==> src/spa_pkg.sv <==
`default_nettype none
// ----------------------------------------------------------------------------
// spa_pkg
// shared types, widths and codes for the step pulse accumulator
// ----------------------------------------------------------------------------
package spa_pkg;

    localparam int POSITION_BITS_DEF = 64;
    localparam int UNITS_W           = 24;
    localparam int SHIFT_W           = 32;
    localparam int STEP_POS_W        = 32;
    localparam int CFG_INDEX_W       = 8;
    localparam int CFG_DATA_W        = 32;

    localparam logic [UNITS_W-1:0] UNITS_PER_STEP_RST    = 24'd1024;
    localparam logic [UNITS_W-1:0] TRIGGER_THRESHOLD_RST = 24'd512;

    // register indexes
    localparam logic [CFG_INDEX_W-1:0] CFG_UNITS_PER_STEP    = 8'd0;
    localparam logic [CFG_INDEX_W-1:0] CFG_TRIGGER_THRESHOLD = 8'd1;

    // request codes
    localparam logic REQ_TICK    = 1'b0;
    localparam logic REQ_SET_POS = 1'b1;

    typedef struct packed {
        logic [UNITS_W-1:0] units_per_step;
        logic [UNITS_W-1:0] trigger_threshold;
    } spa_cfg_t;

    typedef struct packed {
        logic step_up;
        logic step_down;
        logic status;
    } spa_result_t;

endpackage
`default_nettype wire

==> src/spa_step_core.sv <==
`default_nettype none
// ----------------------------------------------------------------------------
// spa_step_core
// lead accumulator: tracks virtual minus commanded position and decides steps
// ----------------------------------------------------------------------------
module spa_step_core #(
    parameter int POSITION_BITS = spa_pkg::POSITION_BITS_DEF
) (
    input  wire logic                                 clk,
    input  wire logic                                 rst_n,
    input  wire logic                                 advance,
    input  wire logic                                 req_type,
    input  wire logic signed [spa_pkg::SHIFT_W-1:0]   shift_amount,
    input  wire spa_pkg::spa_cfg_t                    cfg,
    output spa_pkg::spa_result_t                      result
);

    logic [POSITION_BITS-1:0] lead_reg;
    logic [POSITION_BITS-1:0] lead_next;
    logic [POSITION_BITS-1:0] shift_ext;
    logic [POSITION_BITS-1:0] lead_sum;
    logic [POSITION_BITS-1:0] units_ext;
    logic [POSITION_BITS-1:0] thr_ext;
    logic [POSITION_BITS-1:0] neg_thr;
    logic [spa_pkg::SHIFT_W-1:0] shift_mag;
    logic                     overrun;
    logic                     go_up;
    logic                     go_down;

    assign shift_ext = POSITION_BITS'(shift_amount);
    assign units_ext = POSITION_BITS'(cfg.units_per_step);
    assign thr_ext   = POSITION_BITS'(cfg.trigger_threshold);
    assign neg_thr   = '0 - thr_ext;

    // magnitude of the most negative shift still fits as unsigned
    assign shift_mag = shift_amount[spa_pkg::SHIFT_W-1]
                     ? ('0 - shift_amount) : shift_amount;
    assign overrun   = shift_mag >= spa_pkg::SHIFT_W'(cfg.units_per_step);

    assign lead_sum  = lead_reg + shift_ext;

    // positive lead: unsigned compare; negative lead: -lead > thr is lead < -thr
    assign go_up   = !lead_sum[POSITION_BITS-1] && (lead_sum > thr_ext);
    assign go_down = lead_sum[POSITION_BITS-1]
                   && ($signed(lead_sum) < $signed(neg_thr));

    always_comb
    begin
        lead_next        = lead_reg;
        result.step_up   = 1'b0;
        result.step_down = 1'b0;
        result.status    = 1'b0;
        if (req_type == spa_pkg::REQ_SET_POS)
        begin
            lead_next = '0;
        end
        else if (overrun)
        begin
            result.status = 1'b1;
        end
        else
        begin
            result.step_up   = go_up;
            result.step_down = go_down;
            if (go_up)
            begin
                lead_next = lead_sum - units_ext;
            end
            else if (go_down)
            begin
                lead_next = lead_sum + units_ext;
            end
            else
            begin
                lead_next = lead_sum;
            end
        end
    end

    always_ff @(posedge clk or negedge rst_n)
    begin
        if (!rst_n)
        begin
            lead_reg <= '0;
        end
        else if (advance)
        begin
            lead_reg <= lead_next;
        end
    end

endmodule
`default_nettype wire

==> src/spa_pos_track.sv <==
`default_nettype none
// ----------------------------------------------------------------------------
// spa_pos_track
// commanded position register, loaded by set-position and moved by steps
// ----------------------------------------------------------------------------
module spa_pos_track #(
    parameter int POSITION_BITS = spa_pkg::POSITION_BITS_DEF
) (
    input  wire logic                                   clk,
    input  wire logic                                   rst_n,
    input  wire logic                                   advance,
    input  wire logic                                   req_type,
    input  wire logic signed [spa_pkg::STEP_POS_W-1:0]  step_position,
    input  wire logic [spa_pkg::UNITS_W-1:0]            units_per_step,
    input  wire spa_pkg::spa_result_t                   result
);

    localparam int PROD_W = spa_pkg::STEP_POS_W + spa_pkg::UNITS_W + 1;

    logic [POSITION_BITS-1:0] cmd_pos_reg;
    logic [POSITION_BITS-1:0] cmd_pos_next;
    logic signed [PROD_W-1:0] set_prod;
    logic [POSITION_BITS-1:0] units_ext;

    assign set_prod  = step_position * $signed({1'b0, units_per_step});
    assign units_ext = POSITION_BITS'(units_per_step);

    always_comb
    begin
        cmd_pos_next = cmd_pos_reg;
        if (req_type == spa_pkg::REQ_SET_POS)
        begin
            cmd_pos_next = POSITION_BITS'(set_prod);
        end
        else if (result.step_up)
        begin
            cmd_pos_next = cmd_pos_reg + units_ext;
        end
        else if (result.step_down)
        begin
            cmd_pos_next = cmd_pos_reg - units_ext;
        end
    end

    always_ff @(posedge clk or negedge rst_n)
    begin
        if (!rst_n)
        begin
            cmd_pos_reg <= '0;
        end
        else if (advance)
        begin
            cmd_pos_reg <= cmd_pos_next;
        end
    end

endmodule
`default_nettype wire

==> src/step_pulse_accumulator_core.sv <==
`default_nettype none
// ----------------------------------------------------------------------------
// step_pulse_accumulator_core
// accumulator-based stepper step generator, one step pulse at most per tick
// ----------------------------------------------------------------------------
//   channel  dir  handshake            payload
//   in       in   in_valid / in_stall  req_type, shift_amount, step_position
//   out      out  out_valid / out_stall step_up, step_down, status
//   cfg      in   cfg_valid / cfg_ready cfg_index, cfg_data
//
// one item per cycle sustained while out_stall is low; an input transfer
// passes the input register, then the result register, before result valid
// the lead accumulator add, threshold compare and step correction form the
// combinational path between the two registers
// reset clears positions and loads register defaults; cfg_ready is always high
// a stalled result holds the input stage, which stalls the input once full
// ----------------------------------------------------------------------------
module step_pulse_accumulator_core #(
    parameter int POSITION_BITS = spa_pkg::POSITION_BITS_DEF
) (
    input  wire logic                                   clk,
    input  wire logic                                   rst_n,

    input  wire logic                                   in_valid,
    output logic                                        in_stall,
    input  wire logic                                   req_type,
    input  wire logic signed [spa_pkg::SHIFT_W-1:0]     shift_amount,
    input  wire logic signed [spa_pkg::STEP_POS_W-1:0]  step_position,

    output logic                                        out_valid,
    input  wire logic                                   out_stall,
    output logic                                        step_up,
    output logic                                        step_down,
    output logic                                        status,

    input  wire logic                                   cfg_valid,
    output logic                                        cfg_ready,
    input  wire logic [spa_pkg::CFG_INDEX_W-1:0]        cfg_index,
    input  wire logic [spa_pkg::CFG_DATA_W-1:0]         cfg_data
);

    spa_pkg::spa_cfg_t   cfg_reg;
    spa_pkg::spa_result_t res_comb;
    spa_pkg::spa_result_t res_reg;

    logic                                  s1_valid_reg;
    logic                                  s1_req_type_reg;
    logic signed [spa_pkg::SHIFT_W-1:0]    s1_shift_reg;
    logic signed [spa_pkg::STEP_POS_W-1:0] s1_step_pos_reg;
    logic                                  out_valid_reg;
    logic                                  in_take;
    logic                                  advance;

    // configuration
    assign cfg_ready = 1'b1;

    always_ff @(posedge clk or negedge rst_n)
    begin
        if (!rst_n)
        begin
            cfg_reg.units_per_step    <= spa_pkg::UNITS_PER_STEP_RST;
            cfg_reg.trigger_threshold <= spa_pkg::TRIGGER_THRESHOLD_RST;
        end
        else if (cfg_valid && cfg_ready)
        begin
            unique case (cfg_index)
                spa_pkg::CFG_UNITS_PER_STEP:
                    cfg_reg.units_per_step    <= cfg_data[spa_pkg::UNITS_W-1:0];
                spa_pkg::CFG_TRIGGER_THRESHOLD:
                    cfg_reg.trigger_threshold <= cfg_data[spa_pkg::UNITS_W-1:0];
                default:
                    ;
            endcase
        end
    end

    // stage handshake
    assign advance  = s1_valid_reg && (!out_valid_reg || !out_stall);
    assign in_stall = s1_valid_reg && !advance;
    assign in_take  = in_valid && !in_stall;

    always_ff @(posedge clk or negedge rst_n)
    begin
        if (!rst_n)
        begin
            s1_valid_reg  <= 1'b0;
            out_valid_reg <= 1'b0;
        end
        else
        begin
            if (in_take)
            begin
                s1_valid_reg <= 1'b1;
            end
            else if (advance)
            begin
                s1_valid_reg <= 1'b0;
            end

            if (advance)
            begin
                out_valid_reg <= 1'b1;
            end
            else if (!out_stall)
            begin
                out_valid_reg <= 1'b0;
            end
        end
    end

    always_ff @(posedge clk)
    begin
        if (in_take)
        begin
            s1_req_type_reg <= req_type;
            s1_shift_reg    <= shift_amount;
            s1_step_pos_reg <= step_position;
        end
        if (advance)
        begin
            res_reg <= res_comb;
        end
    end

    spa_step_core #(
        .POSITION_BITS (POSITION_BITS)
    ) u_step_core (
        .clk          (clk),
        .rst_n        (rst_n),
        .advance      (advance),
        .req_type     (s1_req_type_reg),
        .shift_amount (s1_shift_reg),
        .cfg          (cfg_reg),
        .result       (res_comb)
    );

    spa_pos_track #(
        .POSITION_BITS (POSITION_BITS)
    ) u_pos_track (
        .clk            (clk),
        .rst_n          (rst_n),
        .advance        (advance),
        .req_type       (s1_req_type_reg),
        .step_position  (s1_step_pos_reg),
        .units_per_step (cfg_reg.units_per_step),
        .result         (res_comb)
    );

    assign out_valid = out_valid_reg;
    assign step_up   = res_reg.step_up;
    assign step_down = res_reg.step_down;
    assign status    = res_reg.status;

endmodule
`default_nettype wire
==> config.mk <==
export PLATFORM = sky130hd
export DESIGN_NAME = step_pulse_accumulator_core
export DESIGN_NICKNAME = d
export VERILOG_FILES = /design/src/spa_pkg.sv /design/src/spa_step_core.sv /design/src/spa_pos_track.sv /design/src/step_pulse_accumulator_core.sv
export SDC_FILE = /design/constraint.sdc
export NUM_CORES = 1
export LEC_CHECK = 0
export BUFFER_PORTS_ARGS = -buffer_cell sky130_fd_sc_hd__buf_2
export CELL_PAD_IN_SITES_DETAIL_PLACEMENT = 0
export CELL_PAD_IN_SITES_GLOBAL_PLACEMENT = 1
export CORE_MARGIN = 4
export CORE_UTILIZATION = 25
export DETAILED_ROUTE_END_ITERATION = 8
export GPL_TIMING_DRIVEN = 1
export PLACE_DENSITY_LB_ADDON = 0.1
export SYNTH_ARGS = -nofsm -noshare
export SYNTH_HDL_FRONTEND = slang
export SYNTH_HIERARCHICAL = 1
export SYNTH_SLANG_ARGS = --single-unit
==> constraint.sdc <==
create_clock -name clk -period 14.3 [get_ports clk]
set_clock_uncertainty 0.05 [all_clocks]
set_input_delay 1.43 -clock clk [delete_from_list [all_inputs] [get_ports clk]]
set_output_delay 1.43 -clock clk [all_outputs]
set_load 0.01 [all_outputs]
==> reports/qor.csv, run 1 <==
metric;value;unit
outcome;finished clean;
Hold Vio Cnt, Final;0;
Setup-failing EPs final;0;
max_cap viols;0;
FMAX;0.1089;GHz
Die Footprint;76550;µm²
DRC violations left;0;
PostCTS Resize Cnt;0;
Max FO, Critical Path;50;
first-pass detailed-route iteration total;5;
largest area contributor in the netlist;dfrtp_1;
setup ws final;5.120;ns
Max H-tree Level;4;
synthesized flop and latch total;150;
switching part of the total;0.4018;
TNS Setup;0;ns
Pins Over Slew Limit;0;
non-filler cells, final;3206;
kind of critical path;reg2reg;
clock transition at the registers of the reported paths;0.07;ns
Top Ports;116;
CP max stage delay;0.85;ns
Top delay family on crit path;simple AND/OR/NAND/NOR gates;
via count;17170;
Initial Util;0.2525;
remaining antenna violation count after routing;0;
Worst EP arrival;9.48;ns
Cell variety after synth;110;
core area;71490;µm²
startpoint types;register;
cell-internal power;939.8;µW
area occupied by registers;3936;µm²
Final Wtd Congestion;0.8678;
minimum clock period;9.180;ns
leakage power;0.008289;µW
Fill cells;7735;
Overall Global Routing Usage;0.1854;
largest net degree at the start of global routing;66;
Layout Area Growth over Synthesis;11.14;%
final net count;2581;
n_diodes;0;
hold crit path type;reg2reg;
multi-input logic area;13220;µm²
Post-Synthesis Cells;2203;
setup bufs post-CTS;0;
Yosys warnings;6;
Clk network pwr share;0.311;
vias in the first global route;17210;
VDD IR max;0.00005429;V
drt wl/cell;22.75;µm
power share of the combinational group;0.387;
clk sinks;150;
ys async rst share;0.7600;
pre-CTS setup slack;5.151;ns
Post-synth EDFFs;36;
Hold Buf Count CTS;0;
Seq/Total Area, Yosys;0.2181;
hold slack final;0.4325;ns
dpl cells;3175;
ys flop type;dfrtp_1;
via/cell ratio;5.355;
worst path cell trace;buf_4 > ha_1 > nand2_1 > nor2_1 > nand2_1 > nor2_1 > o2111ai_1 > a21o_1 > a211oi_2 > buf_4 > inv_1 > ha_1 > nand4_1 > nor4bb_1 > nand4_1 > o21ai_0 > a2111oi_0 > xor2_1 > nor3_1 > nand4_1 > nor3_1 > a32oi_2 > xnor2_1 > o21ai_1;
Routed WL;72.94;mm
Die H;276.7;µm
CP required;14.60;ns
DR iter-0 viols;1085;
Synth top area share;0.1553;
Crit. End Element;register;
Largest register FFs;64;
WP buf/inv;3;
I/O Buffers;74;
Syn Area/Cell;8.192;µm²
layout cells sized above 1;0.1099;
initial antenna violation count;1;
Power Total;1571;µW
Worst-Skew Late Latency;0.49;ns
Flop pwr share;0.301;
Row Count;98;
aggregate global routing overflow;0;
CTS tree;built;
Num CTS Buffers;17;
Synth area leaders;dfrtp_1, ha_1, edfxtp_1;
Tcrit/Tclk final;0.6420;
HPWL Detailed;59.40;mm
Worst Max-Slew Pin Slew;1.110;ns
Die Wd;276.7;µm
Synthesized Nets;2540;
Most common cell on crit path;nand4_1;
Max-slew headroom;0.2558;
Power Density;78.34;nW/µm²
RSZ-0062 raised after global routing;no;
CTS max path bufs;2;
Post-Syn Area;18050;µm²
net switching power;631.4;µW
first-pass GRT wire length;109.0;mm
Slowest-stage cell, CP;edfxtp_1;
CTS root buffer;clkbuf_16;
-- logic make-up (layout without fill, tap and decap cells) --
group           count (synthesis)  after routing  synth area share
simple gates                  723            723            0.2048
compound gates                713            713            0.2707
fa+ha+maj                     227            227            0.1586
buf+inv                       214            267           0.05047
flops                         150            150            0.2181
xor+xnor                      116            116           0.05671
mux                            59             59           0.04035
other cells                     1              1         0.0002078
-- worst register-to-register path, delay by kind of cell (launching register included) --
family	cells	cell delay (ns)
xor gates and xnor gates	2	0.65
and+or+nand+nor	10	4.28
buffers and inverters	3	1.05
adders and majority gates	2	0.83
AOI/OAI and AO/OA	7	1.33
DFF	1	0.85
-- cells in the final DEF, fill, tap and decap left out, types with 73 or more instances in the layout --
| cell type | netlist | layout |
|---|---|---|
| a21oi_1 | 161 | 161 |
| nand2_1 | 211 | 211 |
| buf_2 | 24 | 73 |
| ha_1 | 224 | 224 |
| dfrtp_1 | 112 | 112 |
| inv_1 | 126 | 126 |
| nor2_1 | 144 | 143 |
| o21ai_0 | 133 | 133 |
| xnor2_1 | 90 | 90 |
-- path summary, 6_finish.rpt --
| kind | end | start | cells past startpoint | slack (ns) |
|---|---|---|---|---|
| max | u_step_core/lead_reg[48]$_DFFE_PN0P_ | s1_shift_reg[31]$_DFFE_PP_ | 24 | 5.12 |
| min | out_valid$_DFFE_PN0P_ | s1_valid_reg$_DFFE_PN0P_ | 1 | 0.43 |
| max reg2reg | u_step_core/lead_reg[48]$_DFFE_PN0P_ | s1_shift_reg[31]$_DFFE_PP_ | 24 | 5.12 |
| min reg2reg | out_valid$_DFFE_PN0P_ | s1_valid_reg$_DFFE_PN0P_ | 1 | 0.43 |
| max in group asynchronous | u_step_core/lead_reg[2]$_DFFE_PN0P_ | rst_n | 2 | 12.05 |
| min in group asynchronous | u_step_core/lead_reg[30]$_DFFE_PN0P_ | rst_n | 1 | 0.88 |
-- power groups by stage --
stage	Sequential (µW)	Clock [µW]	Combinational, µW
3_5_place_dp	483	0	611
6_report	474	489	608
4_1_cts	474	514	614
3_3_place_gp	483	0	602
5_1_grt	476	526	680
2_1_floorplan	475	0	414
-- stage by stage --
stage,util,instance area [µm²]
floorplan,-,18050
global placement,0.2722,19460
detailed placement,0.2722,19460
CTS,0.2806,20060
global route,0.2806,20060
finish,0.2806,20060
-- metal layers --
metal	routed length, µm	track usage	share of wire	vias up
met2	35040	0.3199	0.48	308
li1	-	-	-	8422
met4	1672	0.05147	0.023	0
met1	34440	0.2453	0.47	8373
met5	0	0	0	-
met3	1781	0.02141	0.024	65
-- Yosys cell counts (all sizes together) (19+ instances only) --
cell type / number
nand2b: 20
clkbuf: 48
mux2: 50
buf: 38
nand2: 211
a21oi: 169
nand4: 66
o21bai: 20
o21a: 28
xnor2: 91
inv: 128
a21o: 65
o31ai: 20
nor2: 144
or3: 25
nor4: 29
and2: 19
xor2: 25
dfrtp: 112
nor3: 58
ha: 224
nand3: 48
o21ai: 165
o211ai: 21
edfxtp: 36
-- area by class of cell --
cell class / count / area share
repair buffers: 108 / 0.03150
flip-flops and latches: 150 / 0.1962
inverters: 128 / 0.02395
clock buffers: 23 / 0.02601
well taps: 950 / 0.05926
multi-input cells: 1839 / 0.6593
clock inverters: 8 / 0.003743
No activity file was read; power rests on OpenSTA's default activity.
==> run 2, diff against run 1 <==
- clock period: 14.3 -> 7.4 ns (I/O delays scaled with it)
==> run 2 against run 1 <==
Effect of this change:
- cell area increased by 7.3%
- critical path depth increased by 5
- maximum frequency increased by 30%
- non-clock buffer count increased by 178
- clock power increased by 94%
- clock-buffer cell count decreased by 4
- power increased by 100%
- cell count increased by 5.6%
- via count increased by 4.2%
- critical endpoint is now u_step_core/lead_reg[57]$_DFFE_PN0P_
==> reports/qor.csv, run 2 (synthesis results as in run 1) <==
metric;value;unit;change
outcome;finished clean;;
Worst R2R Setup Slack;0.34;ns;-4.78 ns
final net count;2759;;+6.9%
first-pass GRT wire length;113.2;mm;+3.9%
vias in the first global route;17950;;+4.3%
first-pass detailed-route iteration total;5;;unchanged
max_cap viols;0;;unchanged
I/O Buffers;74;;unchanged
DR iter-0 viols;1050;;-3.2%
startpoint types;register;;
Max FO, Critical Path;17;;-66%
Routed WL;75.37;mm;+3.3%
Largest register FFs;64;;unchanged
Layout Area Growth over Synthesis;19.31;%;
remaining antenna violation count after routing;0;;unchanged
grt met3 use;0.02251;;+0.001096
minimum clock period;7.059;ns;-2.121 ns
Crit. End Element;register;;
Overall Global Routing Usage;0.1926;;+0.007251
Setup-failing EPs final;0;;unchanged
RSZ-0062 raised after global routing;no;;
Power Density;148.0;nW/µm²;+89%
kind of critical path;reg2reg;;
Die H;276.7;µm;unchanged
drt wl/cell;22.26;µm;-2.1%
clock transition at the registers of the reported paths;0.08;ns;about the same
routing usage on met2;0.3282;;+0.008230
setup bufs post-CTS;0;;unchanged
Final Wtd Congestion;0.8779;;+1.2%
hold crit path type;in2async;;
Fill cells;7742;;+0.090%
commonest non-fill, non-tap cells in the layout;ha_1, nand2_1, buf_4;;
aggregate global routing overflow;0;;unchanged
Die Wd;276.7;µm;unchanged
leakage power;0.009207;µW;+11%
CTS max path bufs;2;;unchanged
core area;71490;µm²;unchanged
CP max stage delay;0.48;ns;-0.37 ns
DRC violations left;0;;unchanged
n_diodes;0;;unchanged
multi-input logic area;13250;µm²;+0.22%
via count;17880;;+4.2%
Die Footprint;76550;µm²;unchanged
Top Ports;116;;unchanged
commonest non-fill, non-tap cell in the layout;ha_1;;
FF-to-FF Start;s1_shift_reg[31]$_DFFE_PP_;;
CP required;7.73;ns;-6.87 ns
Num CTS Buffers;17;;unchanged
layout cells sized above 1;0.1774;;+0.06748
Max H-tree Level;4;;unchanged
Tcrit/Tclk final;0.9540;;+0.3120
Most common cell on crit path;buf_4;;
Worst-Skew Late Latency;0.50;ns;about the same
Max-slew headroom;0.2816;;+0.02583
FMAX;0.1417;GHz;+30%
Row Count;98;;unchanged
area occupied by registers;3936;µm²;unchanged
via/cell ratio;5.283;;-1.3%
clk sinks;150;;unchanged
Pins Over Slew Limit;0;;unchanged
Worst Max-Slew Pin Slew;1.068;ns;-0.04183 ns
Initial Util;0.2525;;unchanged
Worst EP arrival;7.39;ns;-2.09 ns
Slowest-stage cell, CP;nor3_1;;
HPWL Detailed;62.86;mm;+5.8%
Placement Cell Area;20930;µm²;+7.5%
met1 Use GR;0.2583;;+0.01300
Reg2Reg Depth;29;;+21%
largest net degree at the start of global routing;70;;+6.1%
CTS tree;built;;
CTS root buffer;clkbuf_16;;
design area;21530;µm²;+7.3%
TNS Setup;0;ns;unchanged
GRT Max-Usage Layer;met2;;
initial antenna violation count;0;;-1
VDD IR max;0.0001170;V;+120%
Hold Vio Cnt, Final;0;;unchanged
Hold Buf Count CTS;0;;unchanged
R2R Path End;u_step_core/lead_reg[57]$_DFFE_PN0P_;;
-- run 2: how the worst max path moves through the flow --
stage                          startpoint                              endpoint  slack (ns)  cells after the start
6_report       s1_shift_reg[31]$_DFFE_PP_  u_step_core/lead_reg[57]$_DFFE_PN0P_        0.34                     29
4_1_cts        s1_shift_reg[31]$_DFFE_PP_  u_step_core/lead_reg[57]$_DFFE_PN0P_         0.1                     27
3_5_place_dp   s1_shift_reg[31]$_DFFE_PP_  u_step_core/lead_reg[57]$_DFFE_PN0P_        0.06                     27
2_1_floorplan      cfg_reg[5]$_DFFE_PN0P_  u_step_core/lead_reg[61]$_DFFE_PN0P_        0.64                     20
3_3_place_gp   s1_shift_reg[31]$_DFFE_PP_  u_step_core/lead_reg[57]$_DFFE_PN0P_        0.11                     27
5_1_grt         s1_shift_reg[9]$_DFFE_PP_  u_step_core/lead_reg[57]$_DFFE_PN0P_        0.03                     26
-- run 2: layer usage --
layer | routed length, µm | part of all wire
met2 | 35840 | 0.48
met5 | 0 | 0
met1 | 35560 | 0.47
met4 | 1782 | 0.024
met3 | 2178 | 0.029
-- run 2: critical path, delay by kind of cell, from the launching register on --
family	cells	cell delay (ns)
buffers and inverters	7	1.36
AOI/OAI and AO/OA	8	1.86
xor gates and xnor gates	1	0.26
and+or+nand+nor	11	2.27
DFF	1	0.43
adders and majority gates	2	0.68
-- run 2: timing repair --
item	4_1_cts	5_1_grt
pin swaps	0	0
endpoints found under the setup margin	1	26
gates resized for setup	1	6
-- run 2: power by group --
| group | internal, µW | switching, µW | total [µW] | leakage [µW] |
|---|---|---|---|---|
| clock | 474 | 477 | 951 | 0.000293 |
| combinational | 546 | 777 | 1320 | 0.00700 |
| sequential | 878 | 33.0 | 911 | 0.00192 |
| total | 1900 | 1290 | 3190 | 0.00921 |
-- run 2: per-stage QoR --
step | utilization | hold slack (ns) | cells | setup WS (ns) | total power, µW
after floorplan | - | 0.3924 | 2203 | 0.6366 | 1722
after global placement | 0.2928 | 0.3999 | 3353 | 0.1119 | 2228
after detailed placement | 0.2928 | 0.4173 | 3353 | 0.05528 | 2246
after CTS | 0.3009 | 0.1537 | 3385 | 0.09597 | 3226
after global routing | 0.3012 | 0.1784 | 3385 | 0.03198 | 3402
final | 0.3012 | 0.1530 | 3385 | 0.3407 | 3186
-- run 2: cell type report --
class	count	share of cell area
clock buffer	19	0.02156
clock inverter	13	0.005404
inverter	128	0.02231
multi-input combinational	1839	0.6155
sequential	150	0.1828
tap	950	0.05520
timing repair buffer	286	0.09722
==> run 3, diff against run 2 <==
- CORE_UTILIZATION: 25 -> 43
- SLEW_MARGIN: default -> 20
==> run 3 against run 2 <==
Effect of this change:
- via count down 0.12%
- hold slack better by 0.11 ns
- largest cell class unchanged
- die area down 41%
- combinational power down 8%
- sequential power about the same
- register-to-register slack better by 0.03 ns
- cell count down 15%
- critical path depth unchanged
==> reports/qor.csv, run 3 (synthesis results as in run 1) <==
metric;value;unit;change
outcome;finished clean;;
VDD IR max;0.0001487;V;+27%
hold slack final;0.2590;ns;+0.1060 ns
CTS max path bufs;2;;unchanged
startpoint types;register;;
commonest non-fill, non-tap cell in the layout;ha_1;;
hold crit path type;in2async;;
Largest register FFs;64;;unchanged
Worst EP arrival;7.31;ns;-0.08 ns
RSZ-0062 raised after global routing;no;;
I/O Buffers;74;;unchanged
Routed WL;64.28;mm;-15%
Top Ports;116;;unchanged
CTS root buffer;clkbuf_16;;
Worst Max-Slew Pin Slew;1.062;ns;-0.006666 ns
Crit. End Element;register;;
commonest non-fill, non-tap cells in the layout;ha_1, nand2_1, a21oi_1;;
Reg2Reg Depth;29;;unchanged
Row Count;74;;-24%
vias in the first global route;17380;;-3.2%
CP max stage delay;0.44;ns;-0.04 ns
Pins Over Slew Limit;0;;unchanged
Die Wd;212.9;µm;-23%
remaining antenna violation count after routing;0;;unchanged
DRC violations left;0;;unchanged
HPWL Detailed;52.22;mm;-17%
max_cap viols;0;;unchanged
FF-to-FF Start;s1_shift_reg[0]$_DFFE_PP_;;
Num CTS Buffers;17;;unchanged
first-pass detailed-route iteration total;5;;unchanged
clock transition at the registers of the reported paths;0.07;ns;about the same
Overall Global Routing Usage;0.2800;;+0.08739
Layout Area Growth over Synthesis;12.25;%;
Worst-Skew Late Latency;0.50;ns;about the same
n_diodes;0;;unchanged
minimum clock period;7.030;ns;-0.02934 ns
core area;41200;µm²;-42%
drt wl/cell;22.30;µm;+0.18%
kind of critical path;reg2reg;;
Max FO, Critical Path;5;;-12
Most common cell on crit path;buf_4;;
aggregate global routing overflow;0;;unchanged
Max-slew headroom;0.2861;;+0.004482
Fill cells;4121;;-47%
layout cells sized above 1;0.1434;;-0.03401
CP startpoint;s1_shift_reg[0]$_DFFE_PP_;;
Die Footprint;45310;µm²;-41%
Worst R2R Setup Slack;0.37;ns;+0.03 ns
leakage power;0.008733;µW;-5.2%
final net count;2674;;-3.1%
Setup-failing EPs final;0;;unchanged
Tcrit/Tclk final;0.9500;;-0.003965
DR iter-0 viols;1569;;+49%
via/cell ratio;6.197;;+17%
initial antenna violation count;0;;unchanged
FMAX;0.1422;GHz;+0.42%
worst setup path end;u_step_core/lead_reg[53]$_DFFE_PN0P_;;
largest net degree at the start of global routing;70;;unchanged
Initial Util;0.4380;;+0.1856
CP required;7.68;ns;-0.05 ns
Power Density;149.4;nW/µm²;+0.97%
Die H;212.9;µm;-23%
first-pass GRT wire length;98.19;mm;-13%
via count;17860;;-0.12%
TNS Setup;0;ns;unchanged
Max H-tree Level;4;;unchanged
clk sinks;150;;unchanged
CTS tree;built;;
R2R Path End;u_step_core/lead_reg[53]$_DFFE_PN0P_;;
Slowest-stage cell, CP;edfxtp_1;;
Hold Vio Cnt, Final;0;;unchanged
Final Wtd Congestion;0.9465;;+7.8%
==> run 3: cell count changes in the layout (fill, tap and decap cells not counted), sizes merged <==
cell      before  now
buf          286  201
bufinv         0    2
clkbuf        19   21
clkinv         1    5
clkinvlp       0    2
inv          140  130
==> run 3: critical path: cells and delay by family (launching register included) <==
kind / cells / cell delay, ns
adder cells (fa/ha/maj): 3 / 0.77
XOR/XNOR: 3 / 0.91
flip-flops: 1 / 0.44
AND/OR/NAND/NOR: 8 / 1.60
AO/OA/AOI/OAI: 9 / 2.09
buffers and inverters: 6 / 1.01
==> run 3: worst min path at each step <==
stage | from | end | slack [ns] | cells after the start
2_1_floorplan | rst_n | cfg_reg[0]$_DFFE_PN0P_ | 0.39 | 0
3_3_place_gp | s1_valid_reg$_DFFE_PN0P_ | out_valid$_DFFE_PN0P_ | 0.40 | 1
3_5_place_dp | s1_valid_reg$_DFFE_PN0P_ | out_valid$_DFFE_PN0P_ | 0.42 | 1
4_1_cts | rst_n | u_step_core/lead_reg[28]$_DFFE_PN0P_ | 0.25 | 1
5_1_grt | rst_n | u_step_core/lead_reg[28]$_DFFE_PN0P_ | 0.29 | 1
6_report | rst_n | u_step_core/lead_reg[28]$_DFFE_PN0P_ | 0.26 | 1
==> run 3: metrics by stage <==
stage / utilization / area [µm²] / instances / setup slack, ns / total power [µW]
finish: 0.4917 / 20260 / 2882 / 0.3701 / 3027
floorplan: - / 18060 / 2203 / 0.6366 / 1722
CTS: 0.4911 / 20240 / 2880 / 0.3439 / 3049
detailed placement: 0.4774 / 19670 / 2848 / 0.3469 / 2133
global route: 0.4917 / 20260 / 2882 / 0.03231 / 3211
global placement: 0.4774 / 19670 / 2848 / 0.4544 / 2101
==> run 3: area by class of cell <==
cell class,instances,area (µm²),area share
clock buffer,21,440.4,0.02174
clock inverter,11,126.4,0.006238
sequential,150,3936,0.1943
timing repair buffer,201,1376,0.06794
tap,532,665.6,0.03286
multi-input combinational,1839,13230,0.6532
inverter,128,480.5,0.02372
==> run 3: power by group <==
part | switching (µW) | leakage, µW | internal [µW]
registers | 32.8 | 0.00192 | 879
clock network | 396 | 0.000267 | 496
logic | 727 | 0.00655 | 496
==> run 3: repair_timing <==
item,CTS,global route
endpoints found under the setup margin,0,19
gates resized for setup,0,3
endpoints found under the hold margin,0,0
hold buffers,0,0
setup buffers,0,2
==> run 3: metal layers <==
metal  track usage  vias to the layer above  wire (µm)
li1              -                     8614          -
met1        0.3666                     8613      28710
met2        0.4714                      533      30440
met3       0.04026                      101       2904
met4        0.1028                        0       2225
met5             0                        -          0
